==> src/rtl/cmps_pkg.sv <==
`default_nettype none
package cmps_pkg;
   localparam int MaxPointsDefault = 64;
   localparam int CoordWidth = 16;
   localparam int CenterWidth = 17;
   localparam int CsrIndexWidth = 2;
   localparam int CsrDataWidth = 12;
   localparam logic [CsrIndexWidth-1:0] CsrMinDist = 2'd0;
   localparam logic [CsrIndexWidth-1:0] CsrMaxDist = 2'd1;
   localparam logic [CsrIndexWidth-1:0] CsrNearRadius = 2'd2;
   localparam logic [11:0] MinDistReset = 12'd100;
   localparam logic [11:0] MaxDistReset = 12'd180;
   localparam logic [7:0] NearRadiusReset = 8'd5;
   localparam logic KindLoad = 1'b0;
   localparam logic KindSearch = 1'b1;

   typedef struct packed {
      logic [CoordWidth-1:0] x;
      logic [CoordWidth-1:0] y;
   } point_type;

   // datapath commands
   typedef enum logic [3:0] {
      CMD_NONE,
      CMD_LOAD,
      CMD_RD_F,
      CMD_RD_L,
      CMD_PAIR,
      CMD_RD_I,
      CMD_NEAR,
      CMD_RD_C,
      CMD_WR_C,
      CMD_CLEAR
   } cmd_type;
endpackage
`default_nettype wire

==> src/rtl/cmps_controller.sv <==
`default_nettype none
module cmps_controller import cmps_pkg::*; #(
   parameter int MaxPoints = MaxPointsDefault,
   localparam int AW = $clog2(MaxPoints),
   localparam int CW = $clog2(MaxPoints + 1)
) (
   input  wire          clock,
   input  wire          reset,
   input  wire          req_valid,
   output logic         req_ready,
   input  wire          req_kind,
   input  wire          rsp_ready,
   output logic         rsp_valid,
   output logic         rsp_found,
   output logic         rsp_dropped,
   output logic         rsp_last,
   output cmd_type      cmd,
   output logic [AW-1:0] rd_addr,
   output logic [AW-1:0] wr_addr,
   output logic [CW-1:0] load_count,
   input  wire          pair_ok,
   input  wire          near_q1,
   input  wire          near_q3
);
   typedef enum logic [10:0] {
      S_IDLE  = 11'b00000000001,
      S_START = 11'b00000000010,
      S_RDF   = 11'b00000000100,
      S_RDL   = 11'b00000001000,
      S_PAIR  = 11'b00000010000,
      S_CHK   = 11'b00000100000,
      S_NRD   = 11'b00001000000,
      S_NEAR  = 11'b00010000000,
      S_NEXT  = 11'b00100000000,
      S_COMP  = 11'b01000000000,
      S_OUT   = 11'b10000000000
   } state_type;

   state_type state_ff, state_in;
   logic [CW-1:0] count_ff, count_in;
   logic [CW-1:0] f_ff, f_in, l_ff, l_in, i_ff, i_in, w_ff, w_in;
   logic [CW-1:0] q1_ff, q1_in, q3_ff, q3_in;
   logic q1v_ff, q1v_in, q3v_ff, q3v_in;
   logic ovf_ff, ovf_in;
   logic found_ff, found_in, last_ff, last_in, valid_ff, valid_in;
   logic comp_rd_ff, comp_rd_in;
   logic drop_i;

   assign load_count = count_ff;
   assign drop_i = (i_ff == f_ff) || (i_ff == l_ff) || (i_ff == q1_ff) || (i_ff == q3_ff);

   always_comb begin
      state_in = state_ff;
      count_in = count_ff;
      f_in = f_ff; l_in = l_ff; i_in = i_ff; w_in = w_ff;
      q1_in = q1_ff; q3_in = q3_ff; q1v_in = q1v_ff; q3v_in = q3v_ff;
      ovf_in = ovf_ff;
      found_in = found_ff; last_in = last_ff; valid_in = valid_ff;
      comp_rd_in = comp_rd_ff;
      cmd = CMD_NONE;
      rd_addr = '0;
      wr_addr = w_ff[AW-1:0];
      req_ready = 1'b0;
      if (valid_ff && rsp_ready) begin
         valid_in = 1'b0;
      end
      unique case (state_ff)
         S_IDLE: begin
            req_ready = !valid_ff;
            if (req_valid && req_ready) begin
               if (req_kind == KindLoad) begin
                  if (count_ff < CW'(MaxPoints)) begin
                     cmd = CMD_LOAD;
                     count_in = count_ff + 1'b1;
                  end else begin
                     ovf_in = 1'b1;
                  end
               end else begin
                  state_in = S_START;
               end
            end
         end
         S_START: begin
            f_in = '0;
            if (count_ff < CW'(4)) begin
               found_in = 1'b0; last_in = 1'b1; valid_in = 1'b1;
               state_in = S_OUT;
            end else begin
               state_in = S_RDF;
            end
         end
         S_RDF: begin
            rd_addr = f_ff[AW-1:0];
            l_in = f_ff + 1'b1;
            state_in = S_RDL;
         end
         S_RDL: begin
            cmd = CMD_RD_F;
            rd_addr = l_ff[AW-1:0];
            state_in = S_PAIR;
         end
         S_PAIR: begin
            cmd = CMD_PAIR;
            state_in = S_CHK;
         end
         S_CHK: begin
            i_in = '0;
            q1v_in = 1'b0; q3v_in = 1'b0;
            q1_in = '1; q3_in = '1;
            state_in = pair_ok ? S_NRD : S_NEXT;
         end
         S_NRD: begin
            rd_addr = i_ff[AW-1:0];
            state_in = S_NEAR;
         end
         S_NEAR: begin
            cmd = CMD_NEAR;
            rd_addr = i_ff[AW-1:0];
            state_in = S_NEXT;
            comp_rd_in = 1'b1;
         end
         S_NEXT: begin
            if (comp_rd_ff) begin
               comp_rd_in = 1'b0;
               if (near_q1 && !q1v_ff) begin
                  q1v_in = 1'b1; q1_in = i_ff;
               end
               if (near_q3 && !q3v_ff) begin
                  q3v_in = 1'b1; q3_in = i_ff;
               end
               if ((q1v_ff || near_q1) && (q3v_ff || near_q3)) begin
                  i_in = '0; w_in = '0;
                  state_in = S_COMP;
               end else if (i_ff + 1'b1 < count_ff) begin
                  i_in = i_ff + 1'b1;
                  state_in = S_NRD;
               end else begin
                  state_in = S_NEXT;
               end
            end else if (l_ff + 1'b1 < count_ff) begin
               l_in = l_ff + 1'b1;
               state_in = S_RDL;
               rd_addr = f_ff[AW-1:0];
            end else if (f_ff + CW'(2) < count_ff) begin
               f_in = f_ff + 1'b1;
               state_in = S_RDF;
            end else begin
               found_in = 1'b0; last_in = 1'b1; valid_in = 1'b1;
               state_in = S_OUT;
            end
            if (!comp_rd_ff && state_in == S_RDL) begin
               state_in = S_RDF;
               f_in = f_ff;
               l_in = l_ff;
            end
         end
         S_COMP: begin
            rd_addr = i_ff[AW-1:0];
            if (comp_rd_ff) begin
               comp_rd_in = 1'b0;
               if (!drop_i) begin
                  cmd = CMD_WR_C;
                  w_in = w_ff + 1'b1;
               end
               if (i_ff + 1'b1 < count_ff) begin
                  i_in = i_ff + 1'b1;
               end else begin
                  count_in = drop_i ? w_ff : w_ff + 1'b1;
                  found_in = 1'b1; last_in = 1'b0; valid_in = 1'b1;
                  state_in = S_OUT;
               end
            end else begin
               comp_rd_in = 1'b1;
            end
         end
         S_OUT: begin
            if (!valid_ff) begin
               if (last_ff) begin
                  count_in = '0;
                  ovf_in = 1'b0;
                  last_in = 1'b0;
                  state_in = S_IDLE;
               end else begin
                  state_in = S_START;
               end
            end
         end
         default: state_in = S_IDLE;
      endcase
   end

   // l advance inside S_NEXT restarts through S_RDF with l kept
   logic keep_l_ff, keep_l_in;
   always_comb begin
      keep_l_in = (state_ff == S_NEXT) && !comp_rd_ff && (l_ff + 1'b1 < count_ff);
   end

   logic [CW-1:0] l_sel;
   assign l_sel = keep_l_ff ? l_ff : l_in;

   always_ff @(posedge clock) begin
      if (reset) begin
         state_ff <= S_IDLE;
         count_ff <= '0;
         ovf_ff <= 1'b0;
         valid_ff <= 1'b0;
         last_ff <= 1'b0;
         found_ff <= 1'b0;
         comp_rd_ff <= 1'b0;
         q1v_ff <= 1'b0;
         q3v_ff <= 1'b0;
         keep_l_ff <= 1'b0;
      end else begin
         state_ff <= state_in;
         count_ff <= count_in;
         ovf_ff <= ovf_in;
         valid_ff <= valid_in;
         last_ff <= last_in;
         found_ff <= found_in;
         comp_rd_ff <= comp_rd_in;
         q1v_ff <= q1v_in;
         q3v_ff <= q3v_in;
         keep_l_ff <= keep_l_in;
      end
      f_ff <= f_in;
      l_ff <= (state_ff == S_RDF && keep_l_ff) ? l_ff + 1'b1 : l_sel;
      i_ff <= i_in;
      w_ff <= w_in;
      q1_ff <= q1_in;
      q3_ff <= q3_in;
   end

   assign rsp_valid = valid_ff;
   assign rsp_found = found_ff;
   assign rsp_last = last_ff;
   assign rsp_dropped = ovf_ff;

   a_count_bound: assert property (@(posedge clock) disable iff (reset)
      count_ff <= CW'(MaxPoints)) else $error("count overflow");
   a_last_clears: assert property (@(posedge clock) disable iff (reset)
      (valid_ff && last_ff && rsp_ready) |=> ##1 (count_ff == '0))
      else $error("store not emptied");
   a_no_accept_busy: assert property (@(posedge clock) disable iff (reset)
      req_ready |-> state_ff == S_IDLE) else $error("accept while busy");
endmodule
`default_nettype wire

==> config.mk <==
export PLATFORM = sky130hd
export DESIGN_NAME = cmps_controller
export DESIGN_NICKNAME = d
export VERILOG_FILES = /design/src/rtl/cmps_pkg.sv /design/src/rtl/cmps_controller.sv
export SDC_FILE = /design/constraint.sdc
export NUM_CORES = 1
export LEC_CHECK = 0
export BUFFER_PORTS_ARGS = -buffer_cell sky130_fd_sc_hd__buf_2
export CORE_MARGIN = 8
export CORE_UTILIZATION = 54
export CTS_BUF_LIST = sky130_fd_sc_hd__clkbuf_16
export DETAILED_ROUTE_END_ITERATION = 12
export MAX_ROUTING_LAYER = met4
export PLACE_DENSITY = 0.73
export SLEW_MARGIN = 40
export SYNTH_ARGS = -nofsm -noshare
export SYNTH_HDL_FRONTEND = slang
export SYNTH_SLANG_ARGS = --single-unit
==> constraint.sdc <==
create_clock -name clock -period 8.84 [get_ports clock]
set_input_delay 2.652 -clock clock [delete_from_list [all_inputs] [get_ports clock]]
set_output_delay 2.652 -clock clock [all_outputs]
set_load 0.05 [all_outputs]
### Word-level counts from Yosys, hierarchy flattened

Cells that the tools add are included.

| word-level totals | value |
|---|---|
| flip-flop bits (word level) | 68 |
| bits in latches | 0 |
| bits in writable memories | 0 |
| bits in read-only memories | 0 |
| bits of input ports | 8 |
| output and inout bits | 28 |
| logic and storage cells | 204 |
| memories | 0 |

| cells by class | value |
|---|---|
| add/subtract/negate cells | 6 |
| multipliers | 0 |
| divide/modulo/power cells | 0 |
| order comparisons | 5 |
| equality and inequality tests | 39 |
| shifts and indexed selects | 0 |
| multiplexer cells | 98 |
| bitwise gates (word level) | 0 |
| reductions and logical operators | 40 |

Operator list:

| cell | number |
|---|---|
| $mux 7 | 28 |
| $mux 11 | 11 |
| $pmux 11 s11 | 1 |
| $pmux 7 s2 | 5 |
| $pmux 7 s3 | 2 |
| $ne 2x2->1 const B | 19 |
| $add 7x1->7 const B | 5 |
| $mux 1 | 34 |
| $eq 7x7->1 | 4 |
| $pmux 6 s4 | 1 |
| $eq 11x4->1 const B | 2 |
| $lt 7x7->1 | 3 |
| $pmux 4 s5 | 1 |
| $mux 9 | 2 |
| $reduce_and 8->1 | 2 |
| $reduce_and 5->1 | 3 |
| $reduce_bool 3->1 | 5 |
| $mux 6 | 2 |
| $eq 11x1->1 const B | 1 |
| $eq 11x10->1 const B | 1 |
| $eq 11x11->1 const B | 1 |
| $eq 11x2->1 const B | 1 |
| $eq 11x3->1 const B | 1 |
| $eq 11x5->1 const B | 1 |
| 25 further kinds | 52 |

### Longest topological paths before layout

Gate-level depths: netlist of run 1.

| depth | value |
|---|---|
| depth in word-level cells | 12 |
| depth in mapped cells | 12 |
| mapped depth without buffers | 12 |

### Worst setup path before layout of run 1

OpenSTA, ideal clock, no wires.

| timing path | value |
|---|---|
| path kind | input-to-output |
| from | input port req_valid |
| to | output port cmd[0] |
| arrival | 3.332 ns |
| required time | 6.188 ns |
| path slack | 2.856 ns |
| cell stages on the path | 4 |
| path buffers | 0 |
| cell sequence | nand2b_1 > nor3_1 > nand2_1 > inv_1 |

| on the way | value |
|---|---|
| cells in the longest elaborated chain, start to end | 3 |

RTL lines:

| item | RTL line | text |
|---|---|---|
| from (decl) | cmps_controller.sv:9 | `input wire req_valid,` |
| $logic_and 1x1->1 | cmps_controller.sv:70 | `if (req_valid && req_ready) begin` |
| $mux 1 | cmps_controller.sv:70 |  |
| $pmux 4 s5 | cmps_controller.sv:67 | `unique case (state_ff)` |
| to (decl) | cmps_controller.sv:17 | `output cmd_type cmd,` |

No other way between the ends.

### Final worst setup path of run 1

Ends and elaborated chain as after synthesis.

==> qor.csv, run 1 <==
metric,value,unit
r2r_end,state_ff[10],
gp_congestion,0.878,
fmax,162,MHz
post-cts-setup-buffers,0,
cts_max_path_buffers,2,
synth_edf_count,42,
antenna_cells,0,
hold_path_end,rsp_dropped,
wirelength,11.2,mm
power_frac_clock,0.396,
rsz0062_at_grt,no,
synth_largest_area_cell,edfxtp_1,
cp.arrival,3520,ps
p_sw_frac,0.289,
hold_buffers,0,
finClkSkew,5.01,ps
clk_transition_reported_paths,50,ps
dr.pass1.iters,5,
ys_types,62,
cp.required,6190,ps
combinationalPowerShare,0.179,
synth_seq_cells,68,
routed_via_density,6.21,
area_growth,10.0,%
endpoint_kind,primary output,
io_pins,36,
synth_cells,480,
dieHeight,107,µm
status,completed,
drv_cap,0,
antenna_found_initial,0,
num_vias,3771,
start_kind,input pin,
dp_hpwl,8.23,mm
hold_viol,0,
fin_nets,529,
rows,33,
p_switching,0.244,mW
htree_levels,3,
yosys-top-cells-count,"edfxtp_1 (42), nor2_1 (42), nand2_1 (35), xor2_1 (34), xnor2_1 (29)",
syn-cell-area,0.00450,mm²
ff2ff_path_depth,12,
p_seq_frac,0.425,
hold_depth,2,
rrSetupSlack,5330,ps
timing.rr.start,i_ff[0],
wl_per_cell,18.4,µm
place_area,0.00465,mm²
die_x,107,µm
syn-num-nets,512,
setup_viol,0,
worstMarginPinSlew,853,ps
die_area,0.0115,mm²
cts-resized-gates,0,
post-route-drc-count,0,
worst-setup-path-type,input pin to primary output,
cts_tree,done,
finalSetupTns,0,ps
final.fill_count,687,
grt_pass1_vias,3615,
async_reset_ff_frac,0,
hold_start,rsp_dropped,
grt.overflow.total,0,
irDropWorstVdd,107,µV
grt_max_degree,22,
synthTopCellsByArea,"edfxtp_1 (28%), dfxtp_1 (12%), ha_1 (6.7%)",
cts_buffers,9,
synth_flop_cell,edfxtp_1,
grt_use_total,0.207,
cp_max_fo,4,
grt_pass1_wl,18.4,mm
initial_core_util,0.554,
drtIter0Drc,258,
post-route-util,0.609,
port_buffers,35,
ant_nets,0,
fin_crit_sh,0.698,
relSlewSlack,0.425,
final_max_slew_viol_count,0,
p_int,0.599,mW
drive_above_1_share,0.125,
final_area,0.00495,mm²
avgSynthCellArea,9.38,µm²
hold_slack,450,ps
yosys.area.top_type_share,0.280,
cts_sinks,68,
final.min_clock_period,6170,ps
hold_path.class,register to register,
clk_latency,330,ps
root_buffer,clkbuf_16,
core,0.00813,mm²
p_per_area,170,mW/mm²
leakage,1.98,nW
ys_warn_count,0,
seq_area_frac_synth,0.396,
[worst max-delay path by stage]
stage                   start     end  slack (ps)  cells after the start
floorplan           req_valid  cmd[0]        2860                      4
global placement    req_valid  cmd[0]        2740                      6
detailed placement  req_valid  cmd[0]        2690                      6
CTS                 req_valid  cmd[0]        2680                      6
global route        req_valid  cmd[0]        2520                      6
finish              req_valid  cmd[0]        2670                      6
[stage by stage]
step | total power, mW | instances | setup WS, ps
finish | 0.843 | 607 | 2670
global route | 0.880 | 607 | 2520
CTS | 0.846 | 606 | 2680
detailed placement | 0.514 | 590 | 2690
global placement | 0.509 | 590 | 2740
floorplan | 0.478 | 480 | 2860
[cells in the final DEF, fill, tap and decap left out, types with 4 or more instances in the layout]
master     count
o21ai_0       12
nand4b_1       4
nor3_1         6
dfxtp_1       26
or3_1          4
nor2b_1       10
ha_1          24
nand2b_1      10
xor2_1        34
a21oi_1       25
and2_1         5
o211a_1        4
a221o_1        6
inv_1         18
o21ai_1        6
nor2_1        42
nor4_1        10
buf_2         35
a21o_1         6
xnor2_1       29
edfxtp_1      42
nand2_1       35
and3_1         6
nand4_1       16
a31oi_1        9
nand3_1       17
clkbuf_16     10
[layer usage]
| layer | vias up | track usage | wire length (µm) |
|---|---|---|---|
| met5 | - | - | 0 |
| met4 | 0 | 0.0834 | 318 |
| met3 | 32 | 0.0371 | 613 |
| met2 | 168 | 0.315 | 5170 |
| met1 | 1783 | 0.265 | 5090 |
| li1 | 1788 | - | - |
[power by group through the flow]
stage | logic [mW] | registers, mW | clock network (mW)
after floorplan | 0.112 | 0.366 | 0
after global placement | 0.145 | 0.364 | 0
after detailed placement | 0.149 | 0.365 | 0
after CTS | 0.150 | 0.358 | 0.339
after global routing | 0.166 | 0.360 | 0.355
final | 0.151 | 0.358 | 0.334
[worst max-delay path, stage by stage]
cell	delay, ps
buf_2	90
nand2b_1	70
nor3_1	210
nand2_1	150
inv_1	90
buf_2	260
[state kept, by name (all words and copies together) (netlist names)]
register / count
state_ff: 11
f_ff: 7
i_ff: 7
l_ff: 7
load_count: 7
q1_ff: 7
q3_ff: 7
w_ff: 7
comp_rd_ff: 1
keep_l_ff: 1
q1v_ff: 1
q3v_ff: 1
rsp_dropped: 1
rsp_found: 1
rsp_last: 1
rsp_valid: 1
[logic make-up after synthesis]
| group | synth area share |
|---|---|
| simple gates | 0.220 |
| compound gates | 0.138 |
| flops | 0.396 |
| xor+xnor | 0.123 |
| buf+inv | 0.0481 |
| fa+ha+maj | 0.0667 |
| mux | 0.00917 |
[area by class of cell]
| class | count | area [µm²] | area share |
|---|---|---|---|
| sequential | 68 | 1780 | 0.360 |
| inverter | 16 | 60.1 | 0.0121 |
| clock buffer | 10 | 250 | 0.0505 |
| multi-input combinational | 366 | 2510 | 0.507 |
| clock inverter | 6 | 30.0 | 0.00606 |
| timing repair buffer | 36 | 186 | 0.0376 |
| tap | 105 | 131 | 0.0265 |
Power figures use the tool's default switching activity.
==> run 2, diff against run 1 <==
- PLACE_DENSITY: 0.73 -> 0.76
- clock period: 8.84 -> 5.2 ns (I/O delays scaled with it)
==> qor.csv, run 2 (same netlist as run 1, synthesis figures left out) <==
metric,value,unit
status,completed,
cts_sinks,68,
post-route-drc-count,0,
core,0.00813,mm²
busiest_layer,met2,
regMostFlops,state_ff,
pre_cts_ws,1000,ps
met3_usage,0.0383,
ant_nets,0,
antenna_found_initial,0,
worst-setup-path-type,register to primary output,
antenna_cells,0,
fmax,219,MHz
gp_congestion,0.916,
num_vias,3710,
clk_latency,340,ps
wirelength,10.9,mm
wl_per_cell,18.0,µm
p_int,1.03,mW
cp.required,3640,ps
cp_max_fo,7,
power_frac_clock,0.403,
hold_start,rsp_dropped,
combinationalPowerShare,0.175,
finalSetupTns,0,ps
grt_max_degree,22,
setup_viol,0,
cts-resized-gates,0,
clk_transition_reported_paths,50,ps
finClkSkew,3.64,ps
dr.pass1.iters,7,
initial_core_util,0.554,
die_x,107,µm
grt_pass1_wl,18.3,mm
seq_area,0.00178,mm²
grt_util_met1,0.258,
routed_via_density,6.10,
start_kind,register,
fin_nets,530,
endpoint_kind,primary output,
drive_above_1_share,0.119,
cp.arrival,3010,ps
hold_path.class,register to register,
p_sw_frac,0.284,
final.min_clock_period,4570,ps
final_max_slew_viol_count,0,
dp_hpwl,7.98,mm
largest_reg_flops,11,
p_seq_frac,0.422,
die_area,0.0115,mm²
grt.overflow.total,0,
area_growth,10.0,%
hold_viol,0,
fin_crit_sh,0.879,
htree_levels,3,
worstMarginPinSlew,856,ps
layout_setup_ws,629,ps
root_buffer,clkbuf_16,
leakage,1.98,nW
hold_buffers,0,
post-cts-setup-buffers,0,
dieHeight,107,µm
rsz0062_at_grt,no,
p_switching,0.410,mW
rows,33,
grt_pass1_vias,3669,
cts_tree,done,
drv_cap,0,
grt_use_met2,0.319,
cts_buffers,9,
final.fill_count,698,
finalPower,1.44,mW
grt_use_total,0.206,
cts_max_path_buffers,2,
p_per_area,292,mW/mm²
drtIter0Drc,316,
layout_common_cells,"nor2_1 (42), edfxtp_1 (42), nand2_1 (35), buf_2 (35), xor2_1 (34)",
timing.rr.start,i_ff[0],
irDropWorstVdd,200,µV
multiInputGateArea,0.00251,mm²
relSlewSlack,0.423,
io_pins,36,
port_buffers,35,
critPathLaunch,l_ff[0],
## run 2: final cells by class
| cell class | count | share of cell area |
|---|---|---|
| clock inverters | 7 | 0.0106 |
| clock buffers | 9 | 0.0455 |
| flip-flops and latches | 68 | 0.360 |
| well taps | 105 | 0.0265 |
| repair buffers | 37 | 0.0384 |
| multi-input cells | 366 | 0.507 |
| inverters | 16 | 0.0121 |
## run 2: path summary, 6_finish.rpt
check / slack (ps) / cells past startpoint / to
worst max-delay path: 630 / 11 / rd_addr[0]
worst min-delay path: 460 / 2 / rsp_dropped
worst max register to register: 1600 / 12 / state_ff[10]
worst min register to register: 460 / 2 / rsp_dropped
## run 2: metrics by stage
step	std cells	util	cell area (µm²)	hold slack [ps]
after CTS	608	0.609	4950	461
after global routing	608	0.609	4950	489
after global placement	592	0.574	4670	438
after detailed placement	592	0.575	4680	451
after floorplan	480	-	4500	444
final	608	0.609	4950	458
## run 2: critical path, cell delays in order, from the launching register on
cell and delay, ps:
edfxtp_1 490, ha_1 270, nand3_1 110, nor2_1 70, xor2_1 160, ha_1 320
nand4_1 90, o211a_1 240, nand2_1 100, nand2_1 190, a221o_1 410, buf_2 220
## run 2: power by group through the flow
| stage | combinational [mW] | clock [mW] | sequential, mW |
|---|---|---|---|
| finish | 0.253 | 0.582 | 0.610 |
| global route | 0.277 | 0.616 | 0.612 |
| CTS | 0.253 | 0.587 | 0.609 |
| detailed placement | 0.251 | 0 | 0.620 |
| global placement | 0.245 | 0 | 0.619 |
| floorplan | 0.190 | 0 | 0.623 |
## run 2: metal layers
layer	up-vias	share of wire	routed length [µm]
li1	1796	-	-
met1	1761	0.45	4910
met2	130	0.47	5160
met3	23	0.056	609
met4	0	0.024	264
met5	-	0	0
